`src/sv/sdrd_pkg.sv`:
```
`default_nettype none
package sdrd_pkg;

    localparam int BLOCK_BYTES = 512;
    localparam int STEP_W      = 10;
    localparam int CFG_IDX_W   = 2;
    localparam int CFG_DATA_W  = 24;

    localparam logic [7:0] CMD_READ_SINGLE = 8'h40 | 8'd17;
    localparam logic [7:0] FILL_BYTE       = 8'hFF;
    localparam logic [7:0] START_TOKEN     = 8'hFE;

    localparam logic [23:0] OFFSET_RESET      = 24'd775;
    localparam logic [7:0]  RESP_TRIES_RESET  = 8'd8;
    localparam logic [9:0]  TOKEN_TRIES_RESET = 10'h2FF;

    // register indexes on the config port
    localparam logic [CFG_IDX_W-1:0] REG_BLOCK_OFFSET   = 2'd0;
    localparam logic [CFG_IDX_W-1:0] REG_RESPONSE_TRIES = 2'd1;
    localparam logic [CFG_IDX_W-1:0] REG_TOKEN_TRIES    = 2'd2;

    localparam logic [1:0] ERR_NONE     = 2'd0;
    localparam logic [1:0] ERR_RESPONSE = 2'd1;
    localparam logic [1:0] ERR_TIMEOUT  = 2'd2;
    localparam logic [1:0] ERR_TOKEN    = 2'd3;

    localparam logic REQ_START = 1'b0;
    localparam logic REQ_RX    = 1'b1;

    typedef struct packed {
        logic        req_type;
        logic [23:0] block_number;
        logic [7:0]  rx_byte;
    } sdrd_in_t;

    typedef struct packed {
        logic       tx_valid;
        logic [7:0] tx_byte;
        logic       card_select;
        logic       data_valid;
        logic [7:0] data_byte;
        logic       data_last;
        logic       done_res;
        logic [1:0] error_code;
        logic [7:0] fault_byte;
    } sdrd_out_t;

endpackage
`default_nettype wire

```
`src/sv/sd_spi_block_read_sequencer_core.sv`:
```
// SD card single-block read sequencer, SPI mode, host side. Each input item is
// either a start request carrying a block number or the byte received during the
// previous SPI exchange; each item yields exactly one result item naming the next
// byte to exchange, an optional payload byte, and at the end a done flag with an
// error code. One item is taken per clock: the next state and the result are
// formed in a single pass and held in one output register, so a new item is
// accepted whenever that register is empty or is being taken in the same cycle.
// Configuration writes (block offset, response and token poll limits) must be
// made while no read is in flight.
`default_nettype none
module sd_spi_block_read_sequencer_core
    import sdrd_pkg::*;
(
    input  wire logic                  aclk,
    input  wire logic                  aresetn,
    input  wire logic                  cfg_we,
    input  wire logic [CFG_IDX_W-1:0]  cfg_index,
    input  wire logic [CFG_DATA_W-1:0] cfg_data,
    input  wire logic                  s_valid,
    output      logic                  s_ready,
    input  wire sdrd_in_t              s_item,
    output      logic                  m_valid,
    input  wire logic                  m_ready,
    output      sdrd_out_t             m_item
);

    localparam logic [2:0] PH_IDLE  = 3'd0;
    localparam logic [2:0] PH_CMD   = 3'd1;
    localparam logic [2:0] PH_RESP  = 3'd2;
    localparam logic [2:0] PH_EXTRA = 3'd3;
    localparam logic [2:0] PH_TOKEN = 3'd4;
    localparam logic [2:0] PH_DATA  = 3'd5;
    localparam logic [2:0] PH_TRAIL = 3'd6;

    logic [23:0]       offset_reg;
    logic [7:0]        resp_tries_reg;
    logic [9:0]        token_tries_reg;

    logic [2:0]        phase_reg, phase_next;
    logic [STEP_W-1:0] step_reg, step_next;
    logic [22:0]       addr_reg, addr_next;   // byte address bits 31:9
    logic [7:0]        last_resp_reg, last_resp_next;

    logic              m_valid_reg;
    sdrd_out_t         out_reg, out_next;

    logic              accept;
    logic [23:0]       blk_sum;
    logic [STEP_W-1:0] step_inc;
    logic [7:0]        addr_byte;

    assign s_ready = !m_valid_reg || m_ready;
    assign accept  = s_valid && s_ready;
    assign m_valid = m_valid_reg;
    assign m_item  = out_reg;

    assign blk_sum  = s_item.block_number + offset_reg;
    assign step_inc = step_reg + STEP_W'(1);

    always_comb begin
        case (step_reg[2:0])
            3'd1:    addr_byte = addr_reg[22:15];
            3'd2:    addr_byte = addr_reg[14:7];
            3'd3:    addr_byte = {addr_reg[6:0], 1'b0};
            default: addr_byte = 8'h00;
        endcase
    end

    always_comb begin
        phase_next     = phase_reg;
        step_next      = step_reg;
        addr_next      = addr_reg;
        last_resp_next = last_resp_reg;
        out_next       = '0;

        if (s_item.req_type == REQ_START) begin
            addr_next            = blk_sum[22:0];
            last_resp_next       = FILL_BYTE;
            phase_next           = PH_CMD;
            step_next            = STEP_W'(1);
            out_next.tx_valid    = 1'b1;
            out_next.card_select = 1'b1;
            out_next.tx_byte     = CMD_READ_SINGLE;
        end else begin
            case (phase_reg)
                PH_CMD: begin
                    out_next.tx_valid    = 1'b1;
                    out_next.card_select = 1'b1;
                    out_next.tx_byte     = FILL_BYTE;
                    if (step_reg >= STEP_W'(1) && step_reg <= STEP_W'(4)) begin
                        out_next.tx_byte = addr_byte;
                        step_next        = step_inc;
                    end else if (step_reg == STEP_W'(5)) begin
                        step_next = STEP_W'(6);
                    end else begin
                        phase_next = PH_RESP;
                        step_next  = STEP_W'(1);
                    end
                end
                PH_RESP: begin
                    out_next.tx_valid    = 1'b1;
                    out_next.card_select = 1'b1;
                    out_next.tx_byte     = FILL_BYTE;
                    if (s_item.rx_byte != FILL_BYTE ||
                        step_reg >= STEP_W'(resp_tries_reg)) begin
                        last_resp_next = s_item.rx_byte;
                        phase_next     = PH_EXTRA;
                        step_next      = '0;
                    end else begin
                        step_next = step_inc;
                    end
                end
                PH_EXTRA: begin
                    if (last_resp_reg != 8'h00) begin
                        out_next.done_res   = 1'b1;
                        out_next.error_code = ERR_RESPONSE;
                        out_next.fault_byte = last_resp_reg;
                        phase_next          = PH_IDLE;
                        step_next           = '0;
                    end else begin
                        out_next.tx_valid    = 1'b1;
                        out_next.card_select = 1'b1;
                        out_next.tx_byte     = FILL_BYTE;
                        phase_next           = PH_TOKEN;
                        step_next            = STEP_W'(1);
                    end
                end
                PH_TOKEN: begin
                    if (s_item.rx_byte == START_TOKEN) begin
                        out_next.tx_valid    = 1'b1;
                        out_next.card_select = 1'b1;
                        out_next.tx_byte     = FILL_BYTE;
                        phase_next           = PH_DATA;
                        step_next            = '0;
                    end else if (s_item.rx_byte != FILL_BYTE) begin
                        out_next.done_res   = 1'b1;
                        out_next.error_code = ERR_TOKEN;
                        out_next.fault_byte = s_item.rx_byte;
                        phase_next          = PH_IDLE;
                        step_next           = '0;
                    end else if (step_reg >= token_tries_reg) begin
                        out_next.done_res   = 1'b1;
                        out_next.error_code = ERR_TIMEOUT;
                        out_next.fault_byte = s_item.rx_byte;
                        phase_next          = PH_IDLE;
                        step_next           = '0;
                    end else begin
                        out_next.tx_valid    = 1'b1;
                        out_next.card_select = 1'b1;
                        out_next.tx_byte     = FILL_BYTE;
                        step_next            = step_inc;
                    end
                end
                PH_DATA: begin
                    out_next.tx_valid    = 1'b1;
                    out_next.card_select = 1'b1;
                    out_next.tx_byte     = FILL_BYTE;
                    out_next.data_valid  = 1'b1;
                    out_next.data_byte   = s_item.rx_byte;
                    step_next            = step_inc;
                    if (step_inc >= STEP_W'(BLOCK_BYTES)) begin
                        out_next.data_last = 1'b1;
                        phase_next         = PH_TRAIL;
                        step_next          = '0;
                    end
                end
                PH_TRAIL: begin
                    if (step_reg < STEP_W'(2)) begin
                        out_next.tx_valid    = 1'b1;
                        out_next.card_select = 1'b1;
                        out_next.tx_byte     = FILL_BYTE;
                        step_next            = step_inc;
                    end else begin
                        out_next.done_res   = 1'b1;
                        out_next.error_code = ERR_NONE;
                        phase_next          = PH_IDLE;
                        step_next           = '0;
                    end
                end
                default: begin
                    // idle: received bytes are dropped, result is all zero
                    phase_next = PH_IDLE;
                    step_next  = '0;
                end
            endcase
        end
    end

    always_ff @(posedge aclk) begin
        if (!aresetn) begin
            offset_reg      <= OFFSET_RESET;
            resp_tries_reg  <= RESP_TRIES_RESET;
            token_tries_reg <= TOKEN_TRIES_RESET;
        end else if (cfg_we) begin
            case (cfg_index)
                REG_BLOCK_OFFSET:   offset_reg      <= cfg_data;
                REG_RESPONSE_TRIES: resp_tries_reg  <= cfg_data[7:0];
                REG_TOKEN_TRIES:    token_tries_reg <= cfg_data[9:0];
                default: ;
            endcase
        end
    end

    always_ff @(posedge aclk) begin
        if (!aresetn) begin
            phase_reg     <= PH_IDLE;
            step_reg      <= '0;
            addr_reg      <= '0;
            last_resp_reg <= FILL_BYTE;
            m_valid_reg   <= 1'b0;
        end else begin
            if (accept) begin
                phase_reg     <= phase_next;
                step_reg      <= step_next;
                addr_reg      <= addr_next;
                last_resp_reg <= last_resp_next;
                m_valid_reg   <= 1'b1;
            end else if (m_ready) begin
                m_valid_reg <= 1'b0;
            end
        end
    end

    always_ff @(posedge aclk) begin
        if (accept) begin
            out_reg <= out_next;
        end
    end

endmodule
`default_nettype wire

```
`config.mk`:
```
export PLATFORM = sky130hd
export DESIGN_NAME = sd_spi_block_read_sequencer_core
export DESIGN_NICKNAME = d
export VERILOG_FILES = /design/src/sv/sdrd_pkg.sv /design/src/sv/sd_spi_block_read_sequencer_core.sv
export SDC_FILE = /design/constraint.sdc
export NUM_CORES = 1
export LEC_CHECK = 0
export ABC_AREA = 1
export BUFFER_PORTS_ARGS = -buffer_cell sky130_fd_sc_hd__buf_2
export CORE_UTILIZATION = 50
export DETAILED_ROUTE_END_ITERATION = 12
export GPL_TIMING_DRIVEN = 0
export PLACE_DENSITY = 0.79
export SLEW_MARGIN = 20
export SYNTH_ARGS = -nofsm -noshare
export SYNTH_HDL_FRONTEND = slang
export SYNTH_SLANG_ARGS = --single-unit
```
`constraint.sdc`:
```
create_clock -name aclk -period 2.3 [get_ports aclk]
set_input_delay 0.23 -clock aclk [delete_from_list [all_inputs] [get_ports aclk]]
set_output_delay 0.23 -clock aclk [all_outputs]
set_load 0.02 [all_outputs]
```
Word level (Yosys, flattened, before mapping)
Cells that the tools add are included.
{"block": "classes", "shifts": 0, "multipliers": 0, "add_sub_neg": 2, "n_eq_ne": 22, "n_div": 0, "reduce_logical": 16, "magnitude_cmp": 6, "bitwise": 1, "muxes": 44}
{"cell": "two-way mux 10 bit", "count": 14}
{"cell": "case mux 10 bit (6 select lines)", "count": 1}
{"cell": "case mux 10 bit (5 select lines)", "count": 1}
{"cell": "two-way mux 11 bit", "count": 4}
{"cell": "two-way mux 3 bit", "count": 12}
{"cell": "two-way mux 8 bit", "count": 4}
{"cell": "case mux 8 bit (3 select lines)", "count": 1}
{"cell": "adder 23 bit", "count": 1}
{"cell": "case mux 3 bit (6 select lines)", "count": 1}
{"cell": "case mux 8 bit (2 select lines)", "count": 1}
{"cell": "inequality test 3 bit, second input constant", "count": 5}
{"cell": "equality test 3 x 2 -> 1 bit, second input constant", "count": 4}
{"cell": "adder 10 x 1 -> 10 bit, second input constant", "count": 1}
{"cell": "equality test 10 x 3 -> 1 bit, second input constant", "count": 1}
{"cell": "greater-or-equal comparator 10 x 1 -> 1 bit, second input constant", "count": 1}
{"cell": "greater-or-equal comparator 10 bit", "count": 1}
{"cell": "greater-or-equal comparator 10 bit, second input constant", "count": 1}
{"cell": "greater-or-equal comparator 10 x 8 -> 1 bit", "count": 1}
{"cell": "less-or-equal comparator 10 x 3 -> 1 bit, second input constant", "count": 1}
{"cell": "< comparator 10 x 2 -> 1 bit, second input constant", "count": 1}
{"cell": "AND reduction 2 bit", "count": 5}
{"cell": "equality test 3 bit, second input constant", "count": 3}
{"cell": "case mux 3 bit (3 select lines)", "count": 1}
{"cell": "equality test 8 bit, second input constant", "count": 1}
{"cell": "17 further kinds", "count": 24}
{"block": "word_totals", "romBits": 0, "mem_count": 0, "regBits": 117, "ram_bits": 0, "latch_bits": 0, "out_inout_bits": 33, "wordCells": 108, "inputBits": 64}

Depth between registers and ports, before layout
{"block": "depth", "ltp_word": 6, "mapped_depth": 17, "depth_no_buf": 17}

Least setup slack after synthesis
Ideal clock, no wire load.
{"block": "synth_timing", "path_type": "reg2reg", "from": "register m_valid_reg, in the netlist m_valid", "to": "register step_reg[7]", "stages_incl_launch_ff": 8, "slack_ns": 0.178, "setup_time_ns": 0.071, "t_arrival_ns": 2.051, "period_less_slack_ns": 2.122, "t_required_ns": 2.229, "n_path_buf": 0, "cell_sequence": "dfxtp_1 > nand2_1 > nand2_1 > inv_1 > nand3_1 > a21oi_1 > nand2_1 > a21oi_1"}
{"block": "synth_via", "elab_chain_cells": 3}
{"element": "from (decl)", "line_no": "sd_spi_block_read_sequencer_core.sv:44", "source": "logic m_valid_reg;"}
{"element": "from (signal assigned)", "line_no": "sd_spi_block_read_sequencer_core.sv:210", "source": "m_valid_reg <= 1'b0;"}
{"element": "from (signal assigned)", "line_no": "sd_spi_block_read_sequencer_core.sv:217", "source": "m_valid_reg <= 1'b1;"}
{"element": "from (signal assigned)", "line_no": "sd_spi_block_read_sequencer_core.sv:219", "source": "m_valid_reg <= 1'b0;"}
{"element": "logical NOT 1 bit", "line_no": "sd_spi_block_read_sequencer_core.sv:52", "source": "assign s_ready = !m_valid_reg || m_ready;"}
{"element": "logical OR 1 bit", "line_no": "sd_spi_block_read_sequencer_core.sv:52"}
{"element": "named net s_ready", "line_no": "sd_spi_block_read_sequencer_core.sv:20", "source": "output logic s_ready,"}
{"element": "logical AND 1 bit", "line_no": "sd_spi_block_read_sequencer_core.sv:53", "source": "assign accept = s_valid && s_ready;"}
{"element": "named net accept", "line_no": "sd_spi_block_read_sequencer_core.sv:47", "source": "logic accept;"}
{"element": "to (signal assigned)", "line_no": "sd_spi_block_read_sequencer_core.sv:214", "source": "step_reg <= step_next;"}
{"element": "to (decl)", "line_no": "sd_spi_block_read_sequencer_core.sv:40", "source": "logic [STEP_W-1:0] step_reg, step_next;"}
The timed path passes the listed nets, and every way through them passes these cells.
A chain may end at the register's enable or synchronous reset.

Worst setup path after layout
{"block": "layout_timing", "from": "register step_reg[0]", "to": "register out_reg (netlist bit m_item[10]) (data pin)"}
{"block": "layout_via", "elab_chain_cells": 5, "word_cells_on_any_way": 7, "classes_between": "order compare (2); mux (5)"}
{"element": "greater-or-equal comparator 10 bit", "line_no": "sd_spi_block_read_sequencer_core.sv:141", "source": "end else if (step_reg >= token_tries_reg) begin"}
{"element": "two-way mux 11 bit", "line_no": "sd_spi_block_read_sequencer_core.sv:141"}
{"element": "two-way mux 11 bit", "line_no": "sd_spi_block_read_sequencer_core.sv:135", "source": "end else if (s_item.rx_byte != FILL_BYTE) begin"}
{"element": "two-way mux 11 bit", "line_no": "sd_spi_block_read_sequencer_core.sv:129", "source": "if (s_item.rx_byte == START_TOKEN) begin"}
{"element": "case mux 3 bit (3 select lines) *", "line_no": "sd_spi_block_read_sequencer_core.sv:85", "source": "case (phase_reg)"}
{"element": "to (signal assigned)", "line_no": "sd_spi_block_read_sequencer_core.sv:226", "source": "out_reg <= out_next;"}
{"element": "to (decl)", "line_no": "sd_spi_block_read_sequencer_core.sv:45", "source": "sdrd_out_t out_reg, out_next;"}
Every way passes the cells marked *; elsewhere a longest branch is shown, timed or not.

==> results_dict.tcl <==
set metrics [dict create \
    outcome "finished, final reports clean" \
    drc 0 \
    min_delay_path_depth 3 \
    fill_cells 1288 \
    hpwl_um 14000 \
    ys_types 44 \
    drive_above_1_share_pct 16.1 \
    synth-edff-count 30 \
    arrival_ns 2.32 \
    timing.rr.start "step_reg[0]" \
    ys_top_cells_by_count "nand2_1, inv_1, nor2_1, dfxtp_1, a21oi_1" \
    synth.most_common_cell "nand2_1" \
    postCtsHoldBufs 0 \
    final_max_slew_viol_count 0 \
    hold_class "in -> reg" \
    crit_path_max_incr_delay_ns 0.39 \
    tightestPinTransition_ns 0.720 \
    clock-skew-final_ns 0.00680 \
    dpl.cell_count 1249 \
    hold_violations 0 \
    ios 97 \
    num_vias 6877 \
    vdd_drop_max_uv 369 \
    netlist.area_leader.share_pct 24.5 \
    setup_tns_ns 0 \
    r2r.worst_path.cells 14 \
    whs_endpoint "offset_reg[19]" \
    clk_pin_slew_worst_paths_ns 0.06 \
    yosys_warnings 0 \
    setup_violations 0 \
    drt_iter0_markers 542 \
    wl_per_cell_um 14.3 \
    power.density_nw_per_um2 678 \
    n_antenna_cell 0 \
    drv_cap 0 \
    synthCells 980 \
    cts_buffers 17 \
    ys_seq_area_share_pct 37.3 \
    via_per_inst 5.36 \
    critPathRequiredTime_ns 2.45 \
    avgSynthCellArea_um2 7.17 \
    largest_reg_flops 30 \
    fin_cells 1284 \
    final_nets 1206 \
    clk_path_buf_depth 2 \
    yosysTopAreaCell "dfxtp_1" \
    fin_crit_ns 2.18 \
    worst-setup-path-type "reg -> reg" \
    cp_max_fo 9 \
    stdcell_area_um2 8300 \
    max-slew-margin-rel_pct 51.7 \
    cts_root_buf "clkbuf_16" \
    core_area_um2 13500 \
    synth_ff_type "dfxtp_1" \
    cp-start-kind "flip-flop" \
    routed_wl_um 18300 \
    finalCoreUtilization_pct 61.7 \
    ys_ff_latch 116 \
    end_kind "flip-flop" \
    regToRegSetupSlack_ns 0.12 \
    synthesis.area_um2 7030 \
    ys_top_cells_by_area "dfxtp_1, edfxtp_1, nand2_1, ha_1, inv_1" \
    area_delta_synth_final_pct 18.2 \
    rows 42 \
    crit_top_cell "nand2_1" \
    grt_max_degree 36 \
    clk_latency_ns 0.42 \
    min_from "cfg_data[19]" \
    antenna_left 0 \
    antenna_found_initial 0 \
    cts_tree "yes" \
    period_share_pct 94.7 \
    r2r_end "m_item[10]" \
    overflow 0 \
    cts_max_level 4 \
    die_y_um 121 \
    cpMaxStageDelayCell "dfxtp_4" \
    cts.sink_count 116 \
    drt_pass1_iterations 5 \
    design.die.area_um2 14500 \
    grt_pass1_vias 6497 \
    crit_chain "clkinvlp_4 -> ha_1 -> inv_1 -> nand2_1 -> nand2_1 -> nand2_1 -> nand2_1 -> nand3_1 -> nand2_1 -> nand2_1 -> nand2_1 -> inv_2 -> a21oi_1 -> a21oi_1" \
    p_leak_uw 0.00395 \
    synthArstFlopShare_pct 0 \
    grt_pass1_wl_um 30800 \
    io_buffers 93 \
    fmax_mhz 459 \
    syn_nets 1091 \
    fp.dieW_um 121 \
    placed_area_um2 7710 \
    initial_core_util_pct 52.2 \
    grtUsageTotal_pct 27.2 \
    power_uw 5630 \
    place.gp.congestion 0.948 \
]
[per-stage QoR]
step	hold WS, ns	worst slack [ns]
after CTS	0.0131	0.0345
after floorplan	0.343	0.178
after global routing	0.0259	-0.0124
after global placement	0.447	-0.116
final	0.0277	0.123
after detailed placement	0.449	-0.0111
[how the worst max path moves through the flow]
stage / startpoint / endpoint / slack [ns] / depth (start not counted)
6_report: step_reg[0] / m_item[10] / 0.12 / 14
5_1_grt: offset_reg[2] / addr_reg[15] / -0.01 / 11
4_1_cts: step_reg[0] / m_item[10] / 0.03 / 14
3_5_place_dp: s_item[8] / addr_reg[22] / -0.01 / 13
3_3_place_gp: m_ready / step_reg[9] / -0.12 / 9
2_1_floorplan: m_valid / step_reg[7] / 0.18 / 7
[what timing repair did]
action	in CTS	in global routing
setup buffers	0	3
setup endpoints to repair	1	39
pin swaps	0	0
gates resized for setup	1	8
[routing by layer]
metal	track usage, %	share of wire [%]
met5	0	0
met4	12.7	3.4
met3	5.33	5.3
met2	46.2	48
met1	33.0	43
[layout make-up]
class | instances | area [um2] | area share, %
Timing Repair Buffer | 96 | 488 | 5.88
Inverter | 139 | 526 | 6.33
Clock buffer | 19 | 433 | 5.21
Buffer | 27 | 114 | 1.37
Sequential cell | 116 | 2630 | 31.7
Tap cell | 176 | 220 | 2.65
Multi-Input combinational cell | 698 | 3780 | 45.6
Clock inverter | 13 | 110 | 1.33
[kinds of logic after synthesis]
kind of cell | Yosys count | share of synthesized area, %
compound gates | 203 | 16.1
flops | 116 | 37.3
xor+xnor | 15 | 1.87
fa+ha+maj | 47 | 8.47
buf+inv | 166 | 9.04
simple gates | 433 | 27.1
[report_power, final]
group          switching (uW)  internal (uW)
Combinational             612            312
Sequential               53.8           2220
Clock                     960           1470
[cells in the final DEF (no fill, tap or decap), types with 17 or more instances in the layout]
| master | Yosys | final |
|---|---|---|
| nor3_1 | 20 | 20 |
| ha_1 | 46 | 46 |
| o21ai_0 | 63 | 63 |
| clkbuf_1 | 23 | 25 |
| edfxtp_1 | 30 | 30 |
| nand3_1 | 66 | 66 |
| a21oi_1 | 82 | 82 |
| clkbuf_16 | 0 | 17 |
| inv_1 | 126 | 124 |
| buf_2 | 1 | 94 |
| nand2_1 | 195 | 195 |
| dfxtp_1 | 86 | 82 |
| nor2_1 | 105 | 104 |
[critical path, delay by kind of cell, from the launching register on]
family / cells / cell delay [ns]
and+or+nand+nor: 8 / 0.57
DFF: 1 / 0.39
buffers and inverters: 3 / 0.34
adders and majority gates: 1 / 0.33
AOI/OAI and AO/OA: 2 / 0.26
Note: power is estimated with default switching activity, not from simulation.
